## src/rtl/core/motor_feedback_frame_decoder_assert.svh

```systemverilog
// Assertion macros used by the motor feedback frame decoder top module.
// Without SYNTHESIS each macro expands to a labeled concurrent assertion.
// With SYNTHESIS each macro expands to nothing.
`ifndef MOTOR_FEEDBACK_FRAME_DECODER_ASSERT_SVH
`define MOTOR_FEEDBACK_FRAME_DECODER_ASSERT_SVH

`ifndef SYNTHESIS

// Same-cycle implication.
`define MFD_ASSERT_IMP(lbl, clk, rst, ante, cons) \
   lbl: assert property (@(posedge clk) disable iff (rst) (ante) |-> (cons)) \
      else $error("mfd assertion failed");

// Next-cycle implication.
`define MFD_ASSERT_NXT(lbl, clk, rst, ante, cons) \
   lbl: assert property (@(posedge clk) disable iff (rst) (ante) |=> (cons)) \
      else $error("mfd assertion failed");

`else

`define MFD_ASSERT_IMP(lbl, clk, rst, ante, cons)
`define MFD_ASSERT_NXT(lbl, clk, rst, ante, cons)

`endif

`endif

```

## src/rtl/core/mfd_pkg.sv

```systemverilog
`default_nettype none

package mfd_pkg;

   localparam int MOTOR_COUNT = 8;
   localparam int MOTOR_IDX_W = (MOTOR_COUNT > 1) ? $clog2(MOTOR_COUNT) : 1;

   localparam int ID_W      = 11;
   localparam int WORD_W    = 16;
   localparam int BYTE_W    = 8;
   localparam int COUNT_W   = 8;
   localparam int CURRENT_W = 14;
   localparam int TURN_W    = 18;
   localparam int TOTAL_W   = 32;

   // One full circle of the rotor sensor is 2**CIRCLE_BITS counts.
   localparam int CIRCLE_BITS = 13;
   localparam logic signed [WORD_W:0] HALF_CIRCLE = 17'sd4096;

   localparam logic signed [TURN_W-1:0] TURN_MAX = 18'sd131071;
   localparam logic signed [TURN_W-1:0] TURN_MIN = -18'sd131072;
   localparam logic [COUNT_W-1:0]       COUNT_MAX = 8'hFF;

   // x / 5 as (x * 52429) >> 18, exact for magnitudes up to 2**15.
   localparam logic [16:0] DIV5_RECIP = 17'd52429;
   localparam int          DIV5_SHIFT = 18;

   localparam logic [COUNT_W-1:0] INIT_LIMIT_RESET = 8'd50;
   localparam logic [ID_W-1:0]    BASE_ID_RESET    = 11'd513;

   localparam int CSR_INDEX_W = 1;
   localparam int CSR_DATA_W  = 11;
   localparam logic [CSR_INDEX_W-1:0] CSR_INIT_LIMIT = 1'd0;
   localparam logic [CSR_INDEX_W-1:0] CSR_BASE_ID    = 1'd1;

   typedef struct packed {
      logic [BYTE_W-1:0] status_byte;
      logic [WORD_W-1:0] current_word;
      logic [WORD_W-1:0] speed_word;
      logic [WORD_W-1:0] angle_word;
      logic [ID_W-1:0]   frame_id;
   } frame_type;

   typedef struct packed {
      logic [COUNT_W-1:0]          frame_count;
      logic [WORD_W-1:0]           angle;
      logic [WORD_W-1:0]           offset;
      logic signed [TURN_W-1:0]    turns;
      logic signed [WORD_W-1:0]    speed;
      logic signed [CURRENT_W-1:0] current;
      logic [BYTE_W-1:0]           status;
      logic signed [TOTAL_W-1:0]   total;
   } record_type;

   typedef struct packed {
      logic                   en;
      logic [MOTOR_IDX_W-1:0] idx;
      record_type             data;
   } record_write_type;

endpackage

`default_nettype wire

```

## src/rtl/core/mfd_current_scale.sv

```systemverilog
`default_nettype none

// Signed current word divided by -5, truncated toward zero.
module mfd_current_scale (
   input  wire logic [mfd_pkg::WORD_W-1:0]           current_word,
   output logic signed [mfd_pkg::CURRENT_W-1:0]      scaled_current
);

   logic                          neg;
   logic [mfd_pkg::WORD_W-1:0]    mag;
   logic [32:0]                   prod;
   logic [mfd_pkg::CURRENT_W-1:0] quot;

   always_comb begin
      neg  = current_word[mfd_pkg::WORD_W-1];
      mag  = neg ? (~current_word + 16'd1) : current_word;
      prod = 33'(mag) * 33'(mfd_pkg::DIV5_RECIP);
      quot = prod[mfd_pkg::DIV5_SHIFT +: mfd_pkg::CURRENT_W];
      // dividing by a negative number flips the sign
      scaled_current = neg ? $signed(quot) : -$signed(quot);
   end

endmodule

`default_nettype wire

```

## src/rtl/core/mfd_record_update.sv

```systemverilog
`default_nettype none

// Next value of one motor record for one frame.
module mfd_record_update (
   input  wire mfd_pkg::frame_type              frame,
   input  wire mfd_pkg::record_type             rec_old,
   input  wire logic [mfd_pkg::COUNT_W-1:0]     init_limit,
   output mfd_pkg::record_type                  rec_new,
   output logic                                 in_init
);

   logic signed [mfd_pkg::CURRENT_W-1:0] cur_scaled;
   logic signed [mfd_pkg::WORD_W:0]      diff;
   logic signed [mfd_pkg::TURN_W-1:0]    turns_next;
   logic signed [mfd_pkg::TOTAL_W-1:0]   turns_ext;

   mfd_current_scale u_cur (
      .current_word   (frame.current_word),
      .scaled_current (cur_scaled)
   );

   always_comb begin
      in_init = rec_old.frame_count <= init_limit;
      diff = $signed({1'b0, frame.angle_word}) - $signed({1'b0, rec_old.angle});

      // angle wrapped backward past zero: one turn back, and the other way round
      turns_next = rec_old.turns;
      priority if (diff > mfd_pkg::HALF_CIRCLE) begin
         if (rec_old.turns != mfd_pkg::TURN_MIN) turns_next = rec_old.turns - 18'sd1;
      end else if (diff < -mfd_pkg::HALF_CIRCLE) begin
         if (rec_old.turns != mfd_pkg::TURN_MAX) turns_next = rec_old.turns + 18'sd1;
      end else begin
         turns_next = rec_old.turns;
      end

      turns_ext = {turns_next[mfd_pkg::TURN_W-1], turns_next,
                   {mfd_pkg::CIRCLE_BITS{1'b0}}};

      rec_new = rec_old;
      rec_new.angle = frame.angle_word;
      if (rec_old.frame_count != mfd_pkg::COUNT_MAX)
         rec_new.frame_count = rec_old.frame_count + 8'd1;

      if (in_init) begin
         rec_new.offset = frame.angle_word;
      end else begin
         rec_new.speed   = $signed(frame.speed_word);
         rec_new.current = cur_scaled;
         rec_new.status  = frame.status_byte;
         rec_new.turns   = turns_next;
         rec_new.total   = turns_ext + $signed({16'd0, frame.angle_word})
                         - $signed({16'd0, rec_old.offset});
      end
   end

endmodule

`default_nettype wire

```

## src/rtl/core/mfd_record_file.sv

```systemverilog
`default_nettype none

// Per-motor record registers: one combinational read, one write per cycle.
module mfd_record_file (
   input  wire logic                             clock,
   input  wire logic                             reset,
   input  wire logic [mfd_pkg::MOTOR_IDX_W-1:0]  rd_idx,
   output mfd_pkg::record_type                   rd_data,
   input  wire mfd_pkg::record_write_type        wr
);

   mfd_pkg::record_type rec_ff [mfd_pkg::MOTOR_COUNT];

   assign rd_data = rec_ff[rd_idx];

   always_ff @(posedge clock) begin
      if (reset) begin
         for (int m = 0; m < mfd_pkg::MOTOR_COUNT; m++) rec_ff[m] <= '0;
      end else if (wr.en) begin
         rec_ff[wr.idx] <= wr.data;
      end
   end

endmodule

`default_nettype wire

```

## src/rtl/core/motor_feedback_frame_decoder.sv

```systemverilog
// Motor feedback frame decoder.
// req_* takes one received feedback frame per beat: identifier plus payload.
// Identifiers base_frame_id .. base_frame_id+7 select a motor record; any
// other identifier is consumed and gives no result beat.
// rsp_* returns the updated record of the selected motor, one beat per hit.
// csr_* writes init_frame_limit (index 0) and base_frame_id (index 1); it is
// always ready and must only be used while the block is idle.
// A frame in the input register that hits a motor updates its record and is
// captured in the result register once that has room. Throughput: one frame per
// cycle while the receiver keeps up, set by the read-modify-write of the record
// registers between the input and result registers; the divide by -5 is a
// reciprocal multiply in the same cycle. When the receiver stalls, the result
// holds in the output register while the next frame waits in the input
// register; req_tready drops only when both are full and the waiting frame
// hits a motor. Reset clears all records, the counters and both valid flags,
// and restores init_frame_limit = 50 and base_frame_id = 513.
`default_nettype none
`include "motor_feedback_frame_decoder_assert.svh"

module motor_feedback_frame_decoder (
   input  wire logic          clock,
   input  wire logic          reset,

   input  wire logic          req_tvalid,
   output logic               req_tready,
   // [10:0] frame_id, [26:11] angle_word, [42:27] speed_word,
   // [58:43] current_word, [66:59] status_byte, [71:67] zero
   input  wire logic [71:0]   req_tdata,

   output logic               rsp_tvalid,
   input  wire logic          rsp_tready,
   // [2:0] motor_index, [18:3] rotor_angle, [34:19] speed_value,
   // [48:35] scaled_current, [56:49] status_value, [74:57] turn_count,
   // [106:75] accum_angle, [111:107] zero
   output logic [111:0]       rsp_tdata,
   // [0] in_init
   output logic               rsp_tuser,

   input  wire logic                                 csr_valid,
   output logic                                      csr_ready,
   input  wire logic [mfd_pkg::CSR_INDEX_W-1:0]      csr_index,
   input  wire logic [mfd_pkg::CSR_DATA_W-1:0]       csr_wdata
);

   // configuration registers
   logic [mfd_pkg::COUNT_W-1:0] init_limit_ff;
   logic [mfd_pkg::ID_W-1:0]    base_id_ff;

   // input register
   logic                 in_valid_ff, in_valid_in;
   mfd_pkg::frame_type   in_frame_ff;

   // result register
   logic                 rsp_valid_ff, rsp_valid_in;
   logic [111:0]         rsp_data_ff;
   logic                 rsp_init_ff;

   logic [mfd_pkg::ID_W:0]       id_offs;
   logic                         hit;
   logic                         out_free;
   logic                         advance;
   mfd_pkg::record_type          rec_old;
   mfd_pkg::record_type          rec_new;
   logic                         in_init;
   mfd_pkg::record_write_type    rec_wr;

   assign csr_ready = 1'b1;

   always_ff @(posedge clock) begin
      if (reset) begin
         init_limit_ff <= mfd_pkg::INIT_LIMIT_RESET;
         base_id_ff    <= mfd_pkg::BASE_ID_RESET;
      end else if (csr_valid) begin
         unique case (csr_index)
            mfd_pkg::CSR_INIT_LIMIT: init_limit_ff <= csr_wdata[mfd_pkg::COUNT_W-1:0];
            mfd_pkg::CSR_BASE_ID:    base_id_ff    <= csr_wdata[mfd_pkg::ID_W-1:0];
            default: ;
         endcase
      end
   end

   // Motor select: no wrap past the top identifier, so the borrow bit rejects
   // identifiers below the base.
   always_comb begin
      id_offs = {1'b0, in_frame_ff.frame_id} - {1'b0, base_id_ff};
      hit = in_valid_ff && !id_offs[mfd_pkg::ID_W]
         && (id_offs[mfd_pkg::ID_W-1:0] < 11'(mfd_pkg::MOTOR_COUNT));
   end

   // A frame leaves the input register when its result has room, or at once
   // when it hits no motor.
   assign out_free   = !rsp_valid_ff || rsp_tready;
   assign advance    = in_valid_ff && (!hit || out_free);
   assign req_tready = !in_valid_ff || advance;
   assign in_valid_in = req_tready ? req_tvalid : in_valid_ff;

   always_comb begin
      rsp_valid_in = rsp_valid_ff;
      priority if (advance && hit) rsp_valid_in = 1'b1;
      else if (rsp_tready)         rsp_valid_in = 1'b0;
      else                         rsp_valid_in = rsp_valid_ff;
   end

   mfd_record_file u_records (
      .clock   (clock),
      .reset   (reset),
      .rd_idx  (id_offs[mfd_pkg::MOTOR_IDX_W-1:0]),
      .rd_data (rec_old),
      .wr      (rec_wr)
   );

   mfd_record_update u_update (
      .frame      (in_frame_ff),
      .rec_old    (rec_old),
      .init_limit (init_limit_ff),
      .rec_new    (rec_new),
      .in_init    (in_init)
   );

   always_comb begin
      rec_wr.en   = advance && hit;
      rec_wr.idx  = id_offs[mfd_pkg::MOTOR_IDX_W-1:0];
      rec_wr.data = rec_new;
   end

   always_ff @(posedge clock) begin
      if (reset) begin
         in_valid_ff  <= 1'b0;
         rsp_valid_ff <= 1'b0;
      end else begin
         in_valid_ff  <= in_valid_in;
         rsp_valid_ff <= rsp_valid_in;
      end
   end

   // payload registers, no reset
   always_ff @(posedge clock) begin
      if (req_tready && req_tvalid) in_frame_ff <= req_tdata[66:0];
      if (advance && hit) begin
         rsp_init_ff <= in_init;
         rsp_data_ff <= {5'd0, rec_new.total, rec_new.turns, rec_new.status,
                         rec_new.current, rec_new.speed, rec_new.angle,
                         id_offs[2:0]};
      end
   end

   assign rsp_tvalid = rsp_valid_ff;
   assign rsp_tdata  = rsp_data_ff;
   assign rsp_tuser  = rsp_init_ff;

   // a hit waiting on a full, stalled result register must hold off the source
   `MFD_ASSERT_IMP(a_hold_on_stall, clock, reset,
                   in_valid_ff && hit && rsp_valid_ff && !rsp_tready, !req_tready)
   // every record update produces a result beat
   `MFD_ASSERT_NXT(a_hit_gives_result, clock, reset, advance && hit, rsp_valid_ff)
   // a miss never creates or drops a result beat
   `MFD_ASSERT_NXT(a_miss_no_result, clock, reset, advance && !hit,
                   rsp_valid_ff == $past(rsp_valid_ff && !rsp_tready))

endmodule

`default_nettype wire
```

## config.mk

```make
export PLATFORM = sky130hd
export DESIGN_NAME = motor_feedback_frame_decoder
export DESIGN_NICKNAME = d
export VERILOG_FILES = /design/src/rtl/core/mfd_pkg.sv /design/src/rtl/core/mfd_current_scale.sv /design/src/rtl/core/mfd_record_update.sv /design/src/rtl/core/mfd_record_file.sv /design/src/rtl/core/motor_feedback_frame_decoder.sv
export VERILOG_INCLUDE_DIRS = /design/src /design/src/rtl/core
export SDC_FILE = /design/constraint.sdc
export NUM_CORES = 2
export LEC_CHECK = 0
export BUFFER_PORTS_ARGS = -buffer_cell sky130_fd_sc_hd__buf_2
export CORE_UTILIZATION = 54
export DETAILED_ROUTE_END_ITERATION = 10
export PLACE_DENSITY = 0.82
export SLEW_MARGIN = 0
export SYNTH_ARGS = -nofsm -noshare
export SYNTH_HDL_FRONTEND = slang
export SYNTH_SLANG_ARGS = --single-unit
```

## constraint.sdc

```tcl
create_clock -name clock -period 13.51 [get_ports clock]
set_clock_uncertainty 0.1 [all_clocks]
set_input_delay 0.6755 -clock clock [delete_from_list [all_inputs] [get_ports clock]]
set_output_delay 0.6755 -clock clock [all_outputs]
set_load 0.005 [all_outputs]
```

# ---- Yosys cells after proc, flatten, opt, wreduce, memory -nomap -nowiden
# Memory sizes are Yosys's and may differ from the RTL's.
# Cells that the tools add are included.
dict set report op_classes {
  add_sub_neg 9
  n_mul 1
  magnitude_cmp 4
  n_eq_ne 3
  mux 19
  n_bitwise 2
  n_reduce_logical 16
}
# operator n
set op_table {}
lappend op_table {{128-bit 2-to-1 mux} 1}
lappend op_table {{128-bit OR reduction} 1}
lappend op_table {{88-bit 2-to-1 mux} 1}
lappend op_table {{18-bit 2-to-1 mux} 4}
lappend op_table {{18-bit inequality test, second input constant} 2}
lappend op_table {{31-bit by 17-bit adder with 32-bit output} 1}
lappend op_table {{16-bit by 16-bit multiplier with 32-bit output, second input constant} 1}
lappend op_table {{16-bit 2-to-1 mux} 2}
lappend op_table {{32-bit by 17-bit subtractor with 32-bit output} 1}
lappend op_table {{18-bit by 2-bit adder with 18-bit output, second input constant} 1}
lappend op_table {{18-bit by 2-bit subtractor with 18-bit output, second input constant} 1}
lappend op_table {{17-bit by 14-bit > comparator with 1-bit output, second input constant} 1}
lappend op_table {{17-bit by 13-bit < comparator with 1-bit output, second input constant} 1}
lappend op_table {{16-bit by 16-bit subtractor with 17-bit output} 1}
lappend op_table {{16-bit by 1-bit adder with 16-bit output, second input constant} 1}
lappend op_table {{16-bit inverter} 1}
lappend op_table {{14-bit 2-to-1 mux} 1}
lappend op_table {{14-bit negation} 1}
lappend op_table {{11-bit by 11-bit subtractor with 12-bit output} 1}
lappend op_table {{11-bit by 4-bit < comparator with 1-bit output, second input constant} 1}
lappend op_table {{8-bit by 1-bit adder with 8-bit output, second input constant} 1}
lappend op_table {{8-bit <= comparator} 1}
lappend op_table {{1-bit 2-to-1 mux} 8}
lappend op_table {{8-bit 2-to-1 mux} 1}
lappend op_table {{8 further kinds} 18}
dict set report totals {
  regBits 196
  mem_bits_rw 1024
  inputBits 89
  out_inout_bits 116
  elab_cells 66
  n_memories 1
}
# memory words width rd rd_ports_with_merged_regs wr line_no
set memory_table {}
lappend memory_table {u_records.rec_ff 8 128 1 0 8 mfd_record_file.sv:12} ;# mfd_pkg::record_type rec_ff [mfd_pkg::MOTOR_COUNT];

# ---- Logic depth before layout (Yosys ltp)
dict set report depth {
  ltp_word 13
  ltp_mapped 47
  depth_no_buf 37
}

# ---- Cells and area by module
# Synthesis repeated with hierarchy kept, for this count alone.
dict set report hier_totals {
  cells_unflattened 4766
  area_unflattened_um2 62804.0
}
# mod n_inst cells_per_inst area_each_um2
set by_module_without_submodules {}
lappend by_module_without_submodules {mfd_record_file 1 2875 45087.0}
lappend by_module_without_submodules {motor_feedback_frame_decoder 1 365 6687.7}
lappend by_module_without_submodules {mfd_current_scale 1 658 5694.2}
lappend by_module_without_submodules {mfd_record_update 1 868 5335.1}

# ---- Worst setup path after synthesis
# Ideal clock, no wire load.
dict set report synth_timing {
  path_kind {register to register}
  start {register in_frame_ff[0] (netlist name)}
  end {memory u_records.rec_ff[0][27] (netlist name), data pin}
  setup_ns 0.276
  t_arrival_ns 9.186
  required_ns 13.134
  setup_slack_ns 3.948
  path_stages_with_launch 45
  n_path_buf 9
  period_less_slack_ns 9.562
  cell_sequence {edfxtp_1 > inv_1 > ha_1 > inv_1 > fa_1 > xnor2_4 > inv_6 > buf_6 > buf_6 > buf_6 > buf_2 > buf_1 > clkbuf_1 > clkbuf_1 > buf_2 > nand2_1 > a31oi_1 > nor2_1 > [9 not listed] > a21o_1 > nor4_1 > nor2_1 > buf_2 > a21oi_1 > nor3_1 > a31o_2 > fa_1 > inv_1 > ha_1 > nand3_1 > nor3_1 > o311a_1 > a21oi_1 > a21boi_0 > or3_1 > a31oi_1 > nor2_1}
}
# element line_no
set synth_rtl {}
lappend synth_rtl {{start: declaration} motor_feedback_frame_decoder.sv:51} ;# mfd_pkg::frame_type in_frame_ff;
lappend synth_rtl {{start signal: assignment} motor_feedback_frame_decoder.sv:138} ;# if (req_tready && req_tvalid) in_frame_ff <= req_tdata[66:0];
lappend synth_rtl {{end: declaration} mfd_record_file.sv:12}

==> results.txt <==
After legalization and detailed placement, the total HPWL measured 98,100 microns. The library cells used most frequently in the layout, excluding fill and tap cells, are 1,199 x edfxtp_1, 916 x nor2_1, 289 x inv_1. Clock tree root driver cell: clkbuf_16. The startpoint-to-endpoint class of the critical path is flop to flop.

Dividing the detail-routed via count by the number of cells gives 6.49. Of all nets on the critical path, the largest fanout is 37. The worst setup path is captured at a flop.

The first detailed-routing pass ran for 8 iterations. The tools report the count of instances resized after the clock tree is built as 0. Data on the critical path is required at its endpoint by 13,860 ps.

The tools report the final count of hold timing violations as 0. The post-synthesis sequential area ratio was 60.9%; the count of unresolved DRC violations after routing was 0. The tools report the post-route met1 wirelength as 59,800 microns. In this run, synthesis inferred 1,199 flip-flops with an integrated enable. Timing would allow up to 90.3 MHz. Share of synthesized registers carrying an async set or reset: 0%. The clock passes through at most 3 buffers.

The number of warnings printed during yosys synthesis was 0. The library cell used most frequently in the layout, excluding fill and tap cells, is edfxtp_1. Max-cap violations in this run came to 0.

For this run, the share of the core covered by cells in the final layout is 60.7%. Dividing total power by cell area gives a power density of 249 mW/mm^2. Setup-violating endpoint count in the final report: 0. The floorplan step defined a die boundary enclosing 0.112 sq mm. The total wirelength of the detailed-routed design was 173,000 microns; the wire length on met3 was 22,500 microns. The first global-routing pass estimated 258,000 microns of wire. The slew at the pin closest to its max-slew limit was 1280 ps; the number of DRC violations after detailed-routing iteration 0 was 6,035. Entering global routing, the biggest net connects 108 pins. For this design, the slowest cell found on the critical path is fa_4. Measured in cells, the most critical reg-to-reg path has a length of 36.

The logs give 0 for the count of buffers added by post-CTS timing repair for setup and 43,368 for the total number of vias. Net switching is 45.5% of the power. By area the synthesized netlist is led by edfxtp_1 60%, nor2_1 5.8%, ha_1 4.4%. The synthesized area divided by synthesized cell count works out to 12.0 sq um. At the end of the flow, the number of nets in the layout was 5,488.

Global routing consumed, over all layers together, 30.5% of the routing resources. Broken down by cell family, the worst path's largest delay share belongs to compound AO/OA/AOI/OAI gates. The count of nets left with antenna violations once routing finished came out at 0.

The count of unique library cells instantiated by Yosys was 108. For this design the total switching power over the nets is 7.53 mW. The tools report the number of max-slew violations in the final report as 0.

The proportion of netlist area held by the largest area contributor works out to 60.2%. The smallest clock period supported by the final layout is computed as 11,070 ps. The count of buffers from port buffering is 193.

Number of global-route vias before repair: 43,251. The tools report the data arrival time of the critical path as 11,420 ps. The number of clock buffers added by TritonCTS is 119.

The post-synthesis register bit count was 1,220. The share of post-route cells with drive strength above 1 was 11.2%. The cell depth of the worst min-delay path was 1. The worst path uses 81.9% of the clock period.

After detailed routing, the average wire length per cell comes to 25.8 microns. The logs give 0 ps for the final total negative setup slack and 1,220 for the number of clock sinks seen by CTS. The initial antenna violation count was 5. The share of total power dissipated in combinational logic is 53.8%. TritonCTS built the clock tree.

The H-tree generated during clock tree synthesis spans 3 levels. The critical path runs through a total of 36 cells. The number of buffers and inverters on the critical path is 6. The run gives 54.7% as the starting utilization of the core area. The flow ran to the end, and the final reports show no timing, DRC or antenna violations. The largest total area in the synthesized netlist belongs to edfxtp_1. Setup repair after global routing left no endpoint under its margin. Clock latency on the worst-skew pair, taken at its later pin, is 750 ps. VDD sags by at most 674 uV. Measured against its own limit, the worst slew margin works out to 14.8%. The tools report the type of origin of the critical path as a flop. The logs give 0.0598 sq mm for the post-synthesis instance area and 0.950 for the routability congestion estimate from global placement.

The area of the core region came out at 0.109 sq mm. In the synthesized netlist the dominant register cell turns out to be edfxtp_1. For the share of power burned in the clock network, the log shows 19.5%. The path class of the tightest hold or removal check is primary input to flop. The register share of total power was 26.8%. After detailed routing, the met2 layer carries 81,600 microns of wire. The top routing layer in use was met5. The die is 335 microns tall. From synthesis to final layout, the design area changed by 11.0%. For this run, the slowest stage of the critical path takes 1190 ps.

In this run the horizontal extent of the chip is 335 microns. Clock-pin slew was measured on the worst setup and hold paths at 60 ps. The instance count of the mapped netlist came out at 4,968.

The logs give 9.01 mW for the internal power consumption and 0 for the total overflow reported by the global router. The run gives 205 as the top-level port count. The row count is 121, and the leakage power figure is 25.9 nW.
-- Yosys cell counts (10+ instances only) --
| library cell | count |
|---|---|
| o31ai_1 | 10 |
| nand2b_1 | 34 |
| buf_2 | 26 |
| nor3_1 | 123 |
| nand4_1 | 68 |
| mux2_2 | 12 |
| nor2_1 | 924 |
| and3_1 | 174 |
| inv_1 | 290 |
| mux2i_1 | 49 |
| a21o_1 | 42 |
| edfxtp_1 | 1199 |
| o21ai_0 | 66 |
| o21a_1 | 21 |
| dfxtp_1 | 21 |
| clkbuf_1 | 231 |
| a22o_1 | 49 |
| a221oi_1 | 72 |
| buf_1 | 30 |
| nor2b_1 | 12 |
| o21ai_1 | 62 |
| nand2_1 | 273 |
| a31oi_1 | 27 |
| nand3_1 | 64 |
| and2_1 | 42 |
| a211oi_1 | 14 |
| or3_1 | 16 |
| xnor2_1 | 77 |
| o22ai_1 | 27 |
| mux4_2 | 37 |
| a21oi_1 | 157 |
| o21bai_1 | 10 |
| fa_1 | 80 |
| a22oi_1 | 182 |
| xor2_1 | 41 |
| ha_1 | 211 |
-- worst register-to-register path: cells and delay by family, from the launching register on --
family	cells	cell delay, ps
compound gates	14	4270
xor+xnor	3	580
fa+ha+maj	6	2970
buf+inv	6	1060
flops	1	360
simple gates	7	1460
-- layout make-up --
type / count / area (sq um)
fillers: 8190 / 43000
flip-flops and latches: 1220 / 36400
multi-input cells: 3155 / 21200
clock buffers: 148 / 3090
repair buffers: 316 / 1990
well taps: 1476 / 1850
inverters: 296 / 1120
clock inverters: 72 / 639
diodes: 1 / 2.50
-- layer usage --
metal,track usage (%),up-vias
met2,50.4,3339
met3,6.17,574
met5,0,-
li1,-,18450
met1,38.7,20999
met4,14.5,6
-- power by group through the flow --
stage	Sequential [mW]	Clock, mW	Combinational [mW]
2_1_floorplan	4.50	0	6.08
3_3_place_gp	4.49	0	8.41
3_5_place_dp	4.50	0	8.59
4_1_cts	4.42	3.22	8.71
5_1_grt	4.43	3.36	9.76
6_report	4.42	3.22	8.90
-- kinds of logic after synthesis --
| group | Yosys count | share of synthesized area, % |
|---|---|---|
| DFF | 1220 | 60.9 |
| and+or+nand+nor | 1793 | 13.6 |
| buffers and inverters | 597 | 3.92 |
| AOI/OAI and AO/OA | 843 | 10.0 |
| adders and majority gates | 291 | 7.10 |
| other | 2 | 0.0126 |
| xor gates and xnor gates | 122 | 1.86 |
| muxes | 100 | 2.52 |
-- repair_timing --
item,4_1_cts,5_1_grt
setup endpoints to repair,0,0
hold endpoints to repair,35,0
hold buffers,35,0
-- per-stage QoR --
stage          worst slack [ps]  instances  cell area (sq um)  hold WS, ps  total power [mW]
2_1_floorplan              3950       4972              59800          336              10.6
3_3_place_gp               3080       6428              62300          345              12.9
3_5_place_dp               2900       6428              62300          350              13.1
4_1_cts                    2840       6683              66300        0.164              16.4
5_1_grt                    2060       6684              66300         9.00              17.6
6_report                   2440       6684              66300         24.5              16.5
-- state kept, by name (all words and copies together) (netlist names) --
register	cells
init_limit_ff	8
rsp_tdata	107
base_id_ff	11
rsp_tuser	1
u_records.rec_ff	1024
in_frame_ff	67
in_valid_ff	1
rsp_tvalid	1
-- final timing paths --
path	start	end	slack (ps)
hold reg to reg	init_limit_ff[6]	init_limit_ff[6]	350
setup / recovery	in_frame_ff[0]	u_records.rec_ff[1][22]	2440
setup reg to reg	in_frame_ff[0]	u_records.rec_ff[1][22]	2440
hold / removal	req_tdata[2]	in_frame_ff[2]	20
Note: power is estimated with default switching activity, not from simulation.
